### src/hw/rtl/dsps_pkg.sv
`timescale 1ns / 1ps
`default_nettype none
// ----------------------------------------------------------------------------
// Dual stepper scheduler package
// Shared widths, command codes and the result record of the load sequencer.
// ----------------------------------------------------------------------------
package dsps_pkg;

	localparam int COUNT_WIDTH = 16;
	localparam int CNT_IDX_W   = $clog2(COUNT_WIDTH);
	localparam int ARM_RESET   = 100;
	localparam int FIELD_W     = 16;
	localparam int S_DATA_W    = 40;
	localparam int M_DATA_W    = 40;

	typedef logic [COUNT_WIDTH-1:0] count_t;
	typedef logic [COUNT_WIDTH:0]   wide_t;

	typedef enum logic [1:0] {
		CMD_TICK    = 2'd0,
		CMD_LOAD    = 2'd1,
		CMD_LIMIT_A = 2'd2,
		CMD_LIMIT_B = 2'd3
	} cmd_t;

	typedef struct packed {
		logic   done;
		count_t period_a;
		count_t period_b;
	} seq_res_t;

endpackage
`default_nettype wire

### src/hw/rtl/dual_stepper_pulse_scheduler.sv
`timescale 1ns / 1ps
`default_nettype none
// ----------------------------------------------------------------------------
// Dual stepper pulse scheduler
// Schedules step pulses for two motors so that both finish a move together.
//
// Commands arrive on the s_ stream, one transfer per command, with the
// command code on s_tuser. Every command yields exactly one result transfer
// on the m_ stream carrying both pulse flags, direction pins and the pending
// step counts after the command.
// For tick and limit-switch commands the result is registered the cycle
// after the input transfer. A load command runs a binary GCD and two
// restoring divisions of COUNT_WIDTH steps each through one shared
// subtractor; a zero step count skips the GCD and the divisions.
// s_tready is low while a load is in progress and while a result waits in
// the output register and m_tready is low, so a stalled receiver stalls the
// command stream without losing or repeating any result.
// After reset the counts and periods are zero, the countdowns are 100, the
// motors are disarmed and both headings are clockwise.
// ----------------------------------------------------------------------------
module dual_stepper_pulse_scheduler (
	input  wire                            clk,
	input  wire                            arst_n,
	input  wire                            s_tvalid,
	output logic                           s_tready,
	// load_steps_a, load_steps_b, load_dir_a, load_dir_b, zero fill
	input  wire [dsps_pkg::S_DATA_W-1:0]   s_tdata,
	// command
	input  wire [1:0]                      s_tuser,
	output logic                           m_tvalid,
	input  wire                            m_tready,
	// pulse_a, pulse_b, dir_pin_a, dir_pin_b, left_count_a, left_count_b, zero fill
	output logic [dsps_pkg::M_DATA_W-1:0]  m_tdata
);

	localparam int FW = dsps_pkg::FIELD_W;

	typedef enum logic {
		ST_IDLE,
		ST_LOAD
	} state_t;

	state_t             state_q;
	dsps_pkg::count_t   left_a_q, left_b_q, cd_a_q, cd_b_q, per_a_q, per_b_q;
	logic               armed_a_q, armed_b_q, head_a_q, head_b_q;
	logic               m_valid_q, pulse_a_q, pulse_b_q;
	dsps_pkg::seq_res_t seq_res;

	dsps_pkg::cmd_t     cmd;
	dsps_pkg::count_t   in_sa, in_sb;
	logic               accept, start;

	dsps_pkg::count_t   cd_a_dec, cd_b_dec;
	logic               fire_a, fire_b;

	assign cmd      = dsps_pkg::cmd_t'(s_tuser);
	assign in_sa    = dsps_pkg::count_t'(s_tdata[FW-1:0]);
	assign in_sb    = dsps_pkg::count_t'(s_tdata[2*FW-1:FW]);
	assign s_tready = (state_q == ST_IDLE) && (!m_valid_q || m_tready);
	assign accept   = s_tvalid && s_tready;
	assign start    = accept && (cmd == dsps_pkg::CMD_LOAD);

	assign cd_a_dec = cd_a_q - 1'b1;
	assign cd_b_dec = cd_b_q - 1'b1;
	assign fire_a   = (left_a_q != '0) && armed_a_q;
	assign fire_b   = (left_b_q != '0) && armed_b_q;

	dsps_seq u_seq (
		.clk    (clk),
		.arst_n (arst_n),
		.start  (start),
		.sa     (in_sa),
		.sb     (in_sb),
		.res    (seq_res)
	);

	always_ff @(posedge clk or negedge arst_n) begin
		if (!arst_n) begin
			state_q   <= ST_IDLE;
			left_a_q  <= '0;
			left_b_q  <= '0;
			cd_a_q    <= dsps_pkg::count_t'(dsps_pkg::ARM_RESET);
			cd_b_q    <= dsps_pkg::count_t'(dsps_pkg::ARM_RESET);
			per_a_q   <= '0;
			per_b_q   <= '0;
			armed_a_q <= 1'b0;
			armed_b_q <= 1'b0;
			head_a_q  <= 1'b1;
			head_b_q  <= 1'b1;
			m_valid_q <= 1'b0;
			pulse_a_q <= 1'b0;
			pulse_b_q <= 1'b0;
		end else begin
			if (m_valid_q && m_tready) begin
				m_valid_q <= 1'b0;
			end
			unique case (state_q)
				ST_IDLE: begin
					if (accept) begin
						pulse_a_q <= 1'b0;
						pulse_b_q <= 1'b0;
						unique case (cmd)
							dsps_pkg::CMD_TICK: begin
								m_valid_q <= 1'b1;
								pulse_a_q <= fire_a;
								pulse_b_q <= fire_b;
								if (fire_a) begin
									left_a_q <= left_a_q - 1'b1;
								end
								if (fire_b) begin
									left_b_q <= left_b_q - 1'b1;
								end
								if (cd_a_dec == '0) begin
									cd_a_q    <= per_a_q;
									armed_a_q <= 1'b1;
								end else begin
									cd_a_q    <= cd_a_dec;
									armed_a_q <= armed_a_q && !fire_a;
								end
								if (cd_b_dec == '0) begin
									cd_b_q    <= per_b_q;
									armed_b_q <= 1'b1;
								end else begin
									cd_b_q    <= cd_b_dec;
									armed_b_q <= armed_b_q && !fire_b;
								end
							end
							dsps_pkg::CMD_LOAD: begin
								left_a_q <= in_sa;
								left_b_q <= in_sb;
								head_a_q <= s_tdata[2*FW];
								head_b_q <= s_tdata[2*FW+1];
								state_q  <= ST_LOAD;
							end
							dsps_pkg::CMD_LIMIT_A: begin
								left_a_q  <= '0;
								m_valid_q <= 1'b1;
							end
							dsps_pkg::CMD_LIMIT_B: begin
								left_b_q  <= '0;
								m_valid_q <= 1'b1;
							end
							default: state_q <= ST_IDLE;
						endcase
					end
				end
				ST_LOAD: begin
					if (seq_res.done) begin
						per_a_q   <= seq_res.period_a;
						per_b_q   <= seq_res.period_b;
						cd_a_q    <= dsps_pkg::count_t'(1);
						cd_b_q    <= dsps_pkg::count_t'(1);
						armed_a_q <= 1'b0;
						armed_b_q <= 1'b0;
						m_valid_q <= 1'b1;
						state_q   <= ST_IDLE;
					end
				end
				default: state_q <= ST_IDLE;
			endcase
		end
	end

	assign m_tvalid = m_valid_q;
	assign m_tdata  = {4'b0, FW'(left_b_q), FW'(left_a_q), head_b_q, head_a_q,
		pulse_b_q, pulse_a_q};

endmodule
`default_nettype wire

### src/hw/rtl/dsps_sub.sv
`timescale 1ns / 1ps
`default_nettype none
// ----------------------------------------------------------------------------
// Shared subtractor
// One subtract and compare unit used by the GCD and division steps of the load sequencer.
// ----------------------------------------------------------------------------
module dsps_sub (
	input  wire dsps_pkg::wide_t a,
	input  wire dsps_pkg::wide_t b,
	output dsps_pkg::wide_t      diff,
	output logic                 borrow,
	output logic                 zero
);

	logic [dsps_pkg::COUNT_WIDTH+1:0] full;

	assign full   = {1'b0, a} - {1'b0, b};
	assign diff   = full[dsps_pkg::COUNT_WIDTH:0];
	assign borrow = full[dsps_pkg::COUNT_WIDTH+1];
	assign zero   = (diff == '0);

endmodule
`default_nettype wire

### src/hw/rtl/dsps_seq.sv
`timescale 1ns / 1ps
`default_nettype none
// ----------------------------------------------------------------------------
// Load sequencer
// Binary GCD of the two step counts followed by two restoring divisions,
// all driven through the shared subtractor.
// ----------------------------------------------------------------------------
module dsps_seq (
	input  wire                   clk,
	input  wire                   arst_n,
	input  wire                   start,
	input  wire dsps_pkg::count_t sa,
	input  wire dsps_pkg::count_t sb,
	output dsps_pkg::seq_res_t    res
);

	localparam int CW = dsps_pkg::COUNT_WIDTH;

	typedef enum logic [2:0] {
		S_IDLE,
		S_GCD,
		S_SHL,
		S_DIVA,
		S_DIVB
	} state_t;

	state_t                            state_q;
	dsps_pkg::count_t                  x_q, y_q, g_q, sa_q, sb_q, rem_q, quo_q;
	logic [dsps_pkg::CNT_IDX_W-1:0]    k_q, bit_q;
	dsps_pkg::seq_res_t                res_q;

	dsps_pkg::wide_t op_a, op_b, diff;
	logic            borrow, zero, qbit;
	dsps_pkg::count_t quo_n;

	always_comb begin
		if (state_q == S_GCD) begin
			op_a = {1'b0, x_q};
			op_b = {1'b0, y_q};
		end else begin
			op_a = {rem_q, quo_q[CW-1]};
			op_b = {1'b0, g_q};
		end
	end

	dsps_sub u_sub (
		.a      (op_a),
		.b      (op_b),
		.diff   (diff),
		.borrow (borrow),
		.zero   (zero)
	);

	assign qbit  = ~borrow;
	assign quo_n = {quo_q[CW-2:0], qbit};

	always_ff @(posedge clk or negedge arst_n) begin
		if (!arst_n) begin
			state_q <= S_IDLE;
			x_q     <= '0;
			y_q     <= '0;
			g_q     <= '0;
			sa_q    <= '0;
			sb_q    <= '0;
			rem_q   <= '0;
			quo_q   <= '0;
			k_q     <= '0;
			bit_q   <= '0;
			res_q   <= '0;
		end else begin
			res_q.done <= 1'b0;
			unique case (state_q)
				S_IDLE: begin
					if (start) begin
						sa_q <= sa;
						sb_q <= sb;
						x_q  <= sa;
						y_q  <= sb;
						k_q  <= '0;
						if (sa == '0 || sb == '0) begin
							res_q.period_a <= dsps_pkg::count_t'(1);
							res_q.period_b <= dsps_pkg::count_t'(1);
							res_q.done     <= 1'b1;
						end else begin
							state_q <= S_GCD;
						end
					end
				end
				S_GCD: begin
					priority if (zero) begin
						g_q     <= x_q;
						state_q <= S_SHL;
					end else if (!x_q[0] && !y_q[0]) begin
						x_q <= x_q >> 1;
						y_q <= y_q >> 1;
						k_q <= k_q + 1'b1;
					end else if (!x_q[0]) begin
						x_q <= x_q >> 1;
					end else if (!y_q[0]) begin
						y_q <= y_q >> 1;
					end else if (!borrow) begin
						x_q <= diff[CW-1:0];
					end else begin
						x_q <= y_q;
						y_q <= x_q;
					end
				end
				S_SHL: begin
					if (k_q != '0) begin
						g_q <= g_q << 1;
						k_q <= k_q - 1'b1;
					end else begin
						rem_q   <= '0;
						quo_q   <= sb_q;
						bit_q   <= dsps_pkg::CNT_IDX_W'(CW - 1);
						state_q <= S_DIVA;
					end
				end
				S_DIVA, S_DIVB: begin
					rem_q <= qbit ? diff[CW-1:0] : op_a[CW-1:0];
					quo_q <= quo_n;
					bit_q <= bit_q - 1'b1;
					if (bit_q == '0) begin
						rem_q <= '0;
						bit_q <= dsps_pkg::CNT_IDX_W'(CW - 1);
						if (state_q == S_DIVA) begin
							res_q.period_a <= quo_n;
							quo_q          <= sa_q;
							state_q        <= S_DIVB;
						end else begin
							res_q.period_b <= quo_n;
							res_q.done     <= 1'b1;
							state_q        <= S_IDLE;
						end
					end
				end
				default: state_q <= S_IDLE;
			endcase
		end
	end

	assign res = res_q;

endmodule
`default_nettype wire

### config.mk
export PLATFORM = sky130hd
export DESIGN_NAME = dual_stepper_pulse_scheduler
export DESIGN_NICKNAME = d
export VERILOG_FILES = /design/src/hw/rtl/dsps_pkg.sv /design/src/hw/rtl/dual_stepper_pulse_scheduler.sv /design/src/hw/rtl/dsps_sub.sv /design/src/hw/rtl/dsps_seq.sv
export SDC_FILE = /design/constraint.sdc
export NUM_CORES = 1
export LEC_CHECK = 0
export BUFFER_PORTS_ARGS = -buffer_cell sky130_fd_sc_hd__buf_2
export CAP_MARGIN = 15
export CORE_MARGIN = 4
export CORE_UTILIZATION = 40
export DETAILED_ROUTE_END_ITERATION = 16
export GPL_TIMING_DRIVEN = 1
export HOLD_SLACK_MARGIN = 0.1
export PLACE_DENSITY = 0.62
export SYNTH_ARGS = -nofsm -noshare
export SYNTH_HDL_FRONTEND = slang
export SYNTH_SLANG_ARGS = --single-unit
export TNS_END_PERCENT = 10
### constraint.sdc
create_clock -name clk -period 17.93 [get_ports clk]
set_input_delay 2.6895 -clock clk [delete_from_list [all_inputs] [get_ports clk]]
set_output_delay 2.6895 -clock clk [all_outputs]
set_load 0.01 [all_outputs]
==> flow_metrics.tcl, run 1 <==
set metrics [dict create \
    tns_ps 0 \
    async_flop_share_pct 100 \
    ctsHoldBuffers 0 \
    p_int_mw 1.53 \
    setup_viol 0 \
    synthDistinctLibCells 81 \
    fp-row-count 70 \
    die_w_um 202 \
    finalWirelength_mm 42.9 \
    crit_fanout 61 \
    grt_pass1_wl_mm 68.1 \
    path_buf_inv 2 \
    critPathKind "reg -> reg" \
    slew_violations 0 \
    end_kind "register" \
    final_util_pct 46.1 \
    crit_slowest_cell "or4_1" \
    cts_tree "done" \
    clockRootBuffer "clkbuf_16" \
    drv_cap 0 \
    seqPwrFrac_pct 31.9 \
    ys_seq_area_share_pct 43.2 \
    syn2layout_area_growth_pct 12.7 \
    hold_viol_final 0 \
    clock_power_share_pct 26.7 \
    required_ps 18400 \
    cpLargestDelayFamily "simple AND/OR/NAND/NOR gates" \
    antenna_cells 0 \
    final_nets 1748 \
    globalplace.congestion 0.893 \
    drive_above_1_share_pct 15.2 \
    first_pass_iters 5 \
    htreeDepth 1 \
    vias 12600 \
    clkLatencyLatePin_ps 580 \
    cts.sinks 260 \
    syn_area_um2 15100 \
    yosys_warnings 0 \
    dieHeight_um 202 \
    grt_pass1_vias 12100 \
    seq_area_um2 6520 \
    p_leak_nw 7.79 \
    max-slew-margin-rel_pct 25.2 \
    io_buffers 77 \
    clock_path_buffers 3 \
    die_area_um2 40900 \
    wl_per_cell_um 19.5 \
    finalClockSkew_ps 21.4 \
    postSynthAreaPerCell_um2 9.15 \
    clk_pin_slew_worst_paths_ps 60 \
    peakVddDrop_mv 0.111 \
    min_period_ps 6710 \
    grt_max_degree 172 \
    synth-main-ff-cell "dfrtp_1" \
    grt.total_usage_pct 20.3 \
    netlist_instances 1648 \
    core_um2 36900 \
    sw_frac_of_total_pct 39.3 \
    tightest_slew_ps 1120 \
    cp.arrival_ps 7180 \
    drc 0 \
    antenna_found_initial 0 \
    post_cts_buffers 0 \
    initial_core_util_pct 40.9 \
    multi_input_area_um2 8040 \
    viasPerCell 5.73 \
    drt-initial-drc-count 874 \
    hp-class "reg -> reg" \
    power.density_nw_per_um2 148 \
    fmax_mhz 149 \
    combPwrFrac_pct 41.5 \
    start_kind "register" \
    ios 88 \
    critPathMaxStageDelay_ps 880 \
    grt.overflow.total 0 \
    status "complete, no violations" \
    nFillCells 3541 \
    rsz0062_at_grt "false" \
    netSwitchingPower_uw 992 \
    synth_edf_count 0 \
    dpl.hpwl_mm 29.4 \
    post_cts_resized 0 \
    detail-route-antenna-nets 0 \
    period_share_pct 37.4 \
    synth-seq-cells 260 \
    cp_cell_sequence "or3b_4 > buf_4 > nand2_1 > nand2_1 > inv_1 > ha_1 > nor2b_1 > o31ai_1 > nor4_1 > nor4_1 > o21ai_0 > a311oi_1 > o211ai_2 > nor4_4 > or4_1 > mux2i_1" \
    cts_inserted_buffers 30 \
]
-- routing by layer --
metal,share of wire [%],global-route usage [%]
met2,48,33.9
met3,4.6,2.63
met1,43,26.9
met5,0,0
met4,4.1,7.74
-- cell usage in the layout (no fill, tap or decap), types with 7 or more instances in the layout --
cell        netlist  routed
mux2i_1          86      86
and2_1           14      14
inv_1            35      35
a21boi_0          7       7
or3_1            14      14
o211ai_1         11      11
dfrtp_1         252     252
buf_2             5      76
nor3_1           40      40
nand3_1          26      26
a211oi_1         20      20
dfstp_2           8       8
clkinvlp_4        0       8
nor2b_1          33      33
nor3b_1          14      13
a21oi_1         115     113
nand2_1         226     225
nand4_1           8       8
nor4_1           31      31
clkbuf_16         0      30
a31oi_1          11       9
nor2_1          102     101
mux2_1           24      24
mux2_2           72      72
buf_4            10      19
ha_1             25      25
a32oi_1          10      10
o21ai_0         174     172
nand2b_1         20      20
xnor2_1          17      17
xor2_1           15      15
a22oi_1          16      16
a21o_1           16      16
-- per-stage QoR --
stage               worst slack, ps  area (µm²)  hold slack (ps)  cells  power (mW)
CTS                           11220       17000              457   2203        2.53
finish                        11220       17000              454   2203        2.52
detailed placement            11250       15900              446   2147        1.85
floorplan                     12270       15100              439   1651        1.59
global route                  10730       17000              462   2203        2.70
global placement              11360       15900              449   2145        1.83
-- worst register-to-register path: stages, from the launching register on --
cell and delay (ps):
dfrtp_1 630, or3b_4 380, buf_4 650, nand2_1 140
nand2_1 140, inv_1 50, ha_1 270, nor2b_1 150
o31ai_1 360, nor4_1 180, nor4_1 650, o21ai_0 410
a311oi_1 510, o211ai_2 200, nor4_4 710, or4_1 880
mux2i_1 290
-- cells in the mapped netlist (all sizes together) (5+ instances only) --
master  number  area share [%]
a22o         5            0.29
or4          6            0.30
nor3b       14            0.70
buf         31             1.2
inv         35            0.87
nand3       26            0.86
mux2i       86             5.7
xnor2       17            0.99
a311oi       6            0.35
o21ai      176             5.8
nand2b      20            0.83
nor3        41             1.4
nor4b        5            0.29
a31oi       11            0.46
and3         5            0.21
nand2      226             5.6
clkbuf      75             1.9
mux2        97             7.3
a21boi       7            0.35
a32oi       10            0.58
a21o        16            0.80
ha          25             2.1
and2        15            0.62
dfrtp      252              42
a211oi      20             1.0
dfstp        8             1.4
o31ai        5            0.28
nor2b       33             1.4
a21oi      115             3.8
nand4        8            0.33
nor2       102             2.5
or3         14            0.58
o211ai      12            0.63
nor4        33             1.5
xor2        15            0.87
a22oi       16            0.80
-- power groups by stage --
stage,registers [mW],logic (mW),clock network [mW]
2_1_floorplan,0.761,0.824,0
3_3_place_gp,0.807,1.02,0
3_5_place_dp,0.812,1.04,0
4_1_cts,0.802,1.04,0.686
5_1_grt,0.818,1.17,0.712
6_report,0.804,1.05,0.673
-- state kept, by name (all words and copies together), names as in the netlist, 16 cells and up --
name and cells:
cd_a_q 16, cd_b_q 16, left_a_q 16, left_b_q 16, per_a_q 16, per_b_q 16
u_seq.g_q 16, u_seq.quo_q 16, u_seq.rem_q 16, u_seq.res 33, u_seq.sa_q 16, u_seq.sb_q 16
u_seq.x_q 16, u_seq.y_q 16
-- kinds of logic after synthesis --
kind of cell / after synthesis / synth area share [%]
AND/OR/NAND/NOR: 564 / 18.0
XOR/XNOR: 32 / 1.86
other: 1 / 0.0249
flip-flops: 260 / 43.2
multiplexers: 183 / 13.0
AO/OA/AOI/OAI: 435 / 17.4
buffers and inverters: 142 / 3.92
adder cells (fa/ha/maj): 31 / 2.60
-- path summary, 6_finish.rpt --
kind	end	slack (ps)	depth (start not counted)	from
setup / recovery	u_seq.y_q[1]	11220	16	u_seq.state_q[1]
hold / removal	head_b_q	450	2	head_b_q
setup reg to reg	u_seq.y_q[1]	11220	16	u_seq.state_q[1]
hold reg to reg	head_b_q	450	2	head_b_q
max in group asynchronous	u_seq.rem_q[12]	14430	2	arst_n
min in group asynchronous	cd_b_q[8]	2090	1	arst_n
-- area by class of cell --
type | instances | area share (%)
timing repair buffer | 98 | 3.35
clock buffer | 32 | 4.58
multi-input combinational | 1249 | 47.3
clock inverter | 24 | 1.94
inverter | 36 | 0.795
sequential | 260 | 38.3
tap | 504 | 3.71
Power figures use the tool's default switching activity.
==> run 2, diff against run 1 <==
Settings changed: PLACE_DENSITY 0.62 to 0.64.
Clock period 17.93 ns to 5.6 ns, I/O delays scaled along.
==> run 2 against run 1 <==
Against the previous run: count of clock-buffer cells in the layout up 10; final cell count up 0.73%; combinational power rose to 3.3 times the previous value; highest routed layer unchanged; largest cell class unchanged; total power rose to 3.2 times the previous value; design area up 0.52%; setup slack worse by 11000 ps; sequential cell count unchanged; fmax up 30%; clock power rose to 3.2 times the previous value; non-clock buffer count up 16; critical endpoint is now u_seq.g_q[7]; core utilization up 0.24 points.
==> flow_metrics.tcl, run 2 (synthesis gave the netlist of run 1 again) <==
set metrics [dict create \
    fp-row-count 70 \
    ctsHoldBuffers 0 \
    grt_pass1_wl_mm 68.5 \
    setup_viol 0 \
    first_pass_iters 5 \
    antenna_cells 0 \
    drt-initial-drc-count 978 \
    finalWirelength_mm 43.0 \
    crit_fanout 11 \
    cpMostUsedCell "nor4_1" \
    wl_per_cell_um 19.4 \
    ios 88 \
    slew_violations 0 \
    cts_inserted_buffers 31 \
    crit_slowest_cell "nor4_1" \
    final_nets 1765 \
    drv_cap 0 \
    dieHeight_um 202 \
    max-slew-margin-rel_pct 29.1 \
    dpl.hpwl_mm 30.1 \
    grt_pass1_vias 12100 \
    initial_core_util_pct 40.9 \
    nFillCells 3520 \
    tightest_slew_ps 1060 \
    mostFrequentLayoutCells "252 x dfrtp_1, 225 x nand2_1, 172 x o21ai_0" \
    hold_viol_final 0 \
    largest_register_ffs 33 \
    viasPerCell 5.69 \
    io_buffers 77 \
    cts.sinks 260 \
    postLayoutCellArea_um2 17100 \
    clock_path_buffers 3 \
    post_cts_resized 0 \
    globalplace.congestion 0.903 \
    min_period_ps 5150 \
    grt_max_degree 103 \
    status "complete, no violations" \
    end_kind "register" \
    clockRootBuffer "clkbuf_16" \
    finalClockSkew_ps 18.4 \
    drive_above_1_share_pct 15.7 \
    start_kind "register" \
    critPathKind "reg -> reg" \
    drc 0 \
    die_area_um2 40900 \
    placed_area_um2 16000 \
    antenna_found_initial 0 \
    htreeDepth 1 \
    cp.arrival_ps 5590 \
    period_share_pct 91.9 \
    tns_ps 0 \
    hp-class "in -> async" \
    rrSetupSlack_ps 450 \
    clkLatencyLatePin_ps 570 \
    power.density_nw_per_um2 476 \
    p_leak_nw 7.87 \
    cts_tree "done" \
    syn2layout_area_growth_pct 13.3 \
    vias 12600 \
    post_cts_buffers 0 \
    grt.overflow.total 0 \
    required_ps 6040 \
    mostFrequentLayoutCell "dfrtp_1" \
    fmax_mhz 194 \
    grt.total_usage_pct 20.4 \
    rsz0062_at_grt "false" \
    cp_cell_sequence "nor3b_2 > mux2i_1 > inv_1 > ha_1 > nor2b_1 > o31ai_1 > nor4_1 > nor4_1 > or3_1 > a31o_2 > a21o_1 > nor4_1 > a31oi_4 > buf_4 > mux2_1" \
    clk_pin_slew_worst_paths_ps 60 \
    core_um2 36900 \
    detail-route-antenna-nets 0 \
    die_w_um 202 \
    critPathMaxStageDelay_ps 630 \
    peakVddDrop_mv 0.261 \
]
## run 2: changes by cell type in the layout (fill, tap and decap cells not counted), sizes merged
cell | previous run | this run
clkinvlp | 8 | 2
bufinv | 6 | 5
inv | 36 | 37
buf | 98 | 114
clkinv | 10 | 6
clkbuf | 32 | 42
## run 2: layout make-up
| class | instances | area (µm²) | share of cell area [%] |
|---|---|---|---|
| inverters | 36 | 135 | 0.791 |
| clock inverters | 14 | 219 | 1.28 |
| repair buffers | 114 | 677 | 3.96 |
| multi-input cells | 1249 | 8040 | 47.1 |
| flip-flops and latches | 260 | 6520 | 38.1 |
| clock buffers | 42 | 867 | 5.07 |
| well taps | 504 | 631 | 3.69 |
## run 2: path summary, 6_finish.rpt
path | startpoint | cells after the start | end
max | u_seq.state_q[2] | 15 | u_seq.g_q[7]
min | arst_n | 1 | cd_b_q[7]
max reg2reg | u_seq.state_q[2] | 15 | u_seq.g_q[7]
min reg2reg | head_b_q | 2 | head_b_q
max in group asynchronous | arst_n | 2 | left_b_q[11]
min in group clk | s_tdata[32] | 3 | head_a_q
## run 2: metrics by stage
stage	total power [mW]	hold WS (ps)	util [%]	setup WS (ps)	instances
after detailed placement	5.98	447	43.3	363	2162
final	8.13	328	46.3	451	2219
after CTS	8.14	344	46.3	335	2218
after global placement	5.91	446	43.3	449	2162
after global routing	8.65	389	46.3	89.9	2219
after floorplan	5.08	439	-	78.2	1651
## run 2: where the power goes
part / internal (mW) / switching [mW] / total (mW) / leakage, nW
Clock: 1.31 / 0.819 / 2.13 / 0.530
Combinational: 1.45 / 1.99 / 3.43 / 3.97
Sequential: 2.22 / 0.354 / 2.57 / 3.37
Total: 4.98 / 3.16 / 8.13 / 7.87
## run 2: routing by layer
layer | vias up | routed length (µm) | part of all wire, % | GRT usage, %
li1 | 5994 | - | - | -
met1 | 6193 | 18500 | 43 | 27.0
met2 | 335 | 20600 | 48 | 33.9
met3 | 101 | 2010 | 4.7 | 2.84
met4 | 0 | 1960 | 4.6 | 8.03
met5 | - | 0 | 0 | 0
## run 2: critical path: cells and delay by family, from the launching register on
family | cells | cell delay, ps
adders and majority gates | 1 | 270
buffers and inverters | 2 | 370
DFF | 1 | 490
and+or+nand+nor | 6 | 2440
AOI/OAI and AO/OA | 4 | 790
muxes | 2 | 680
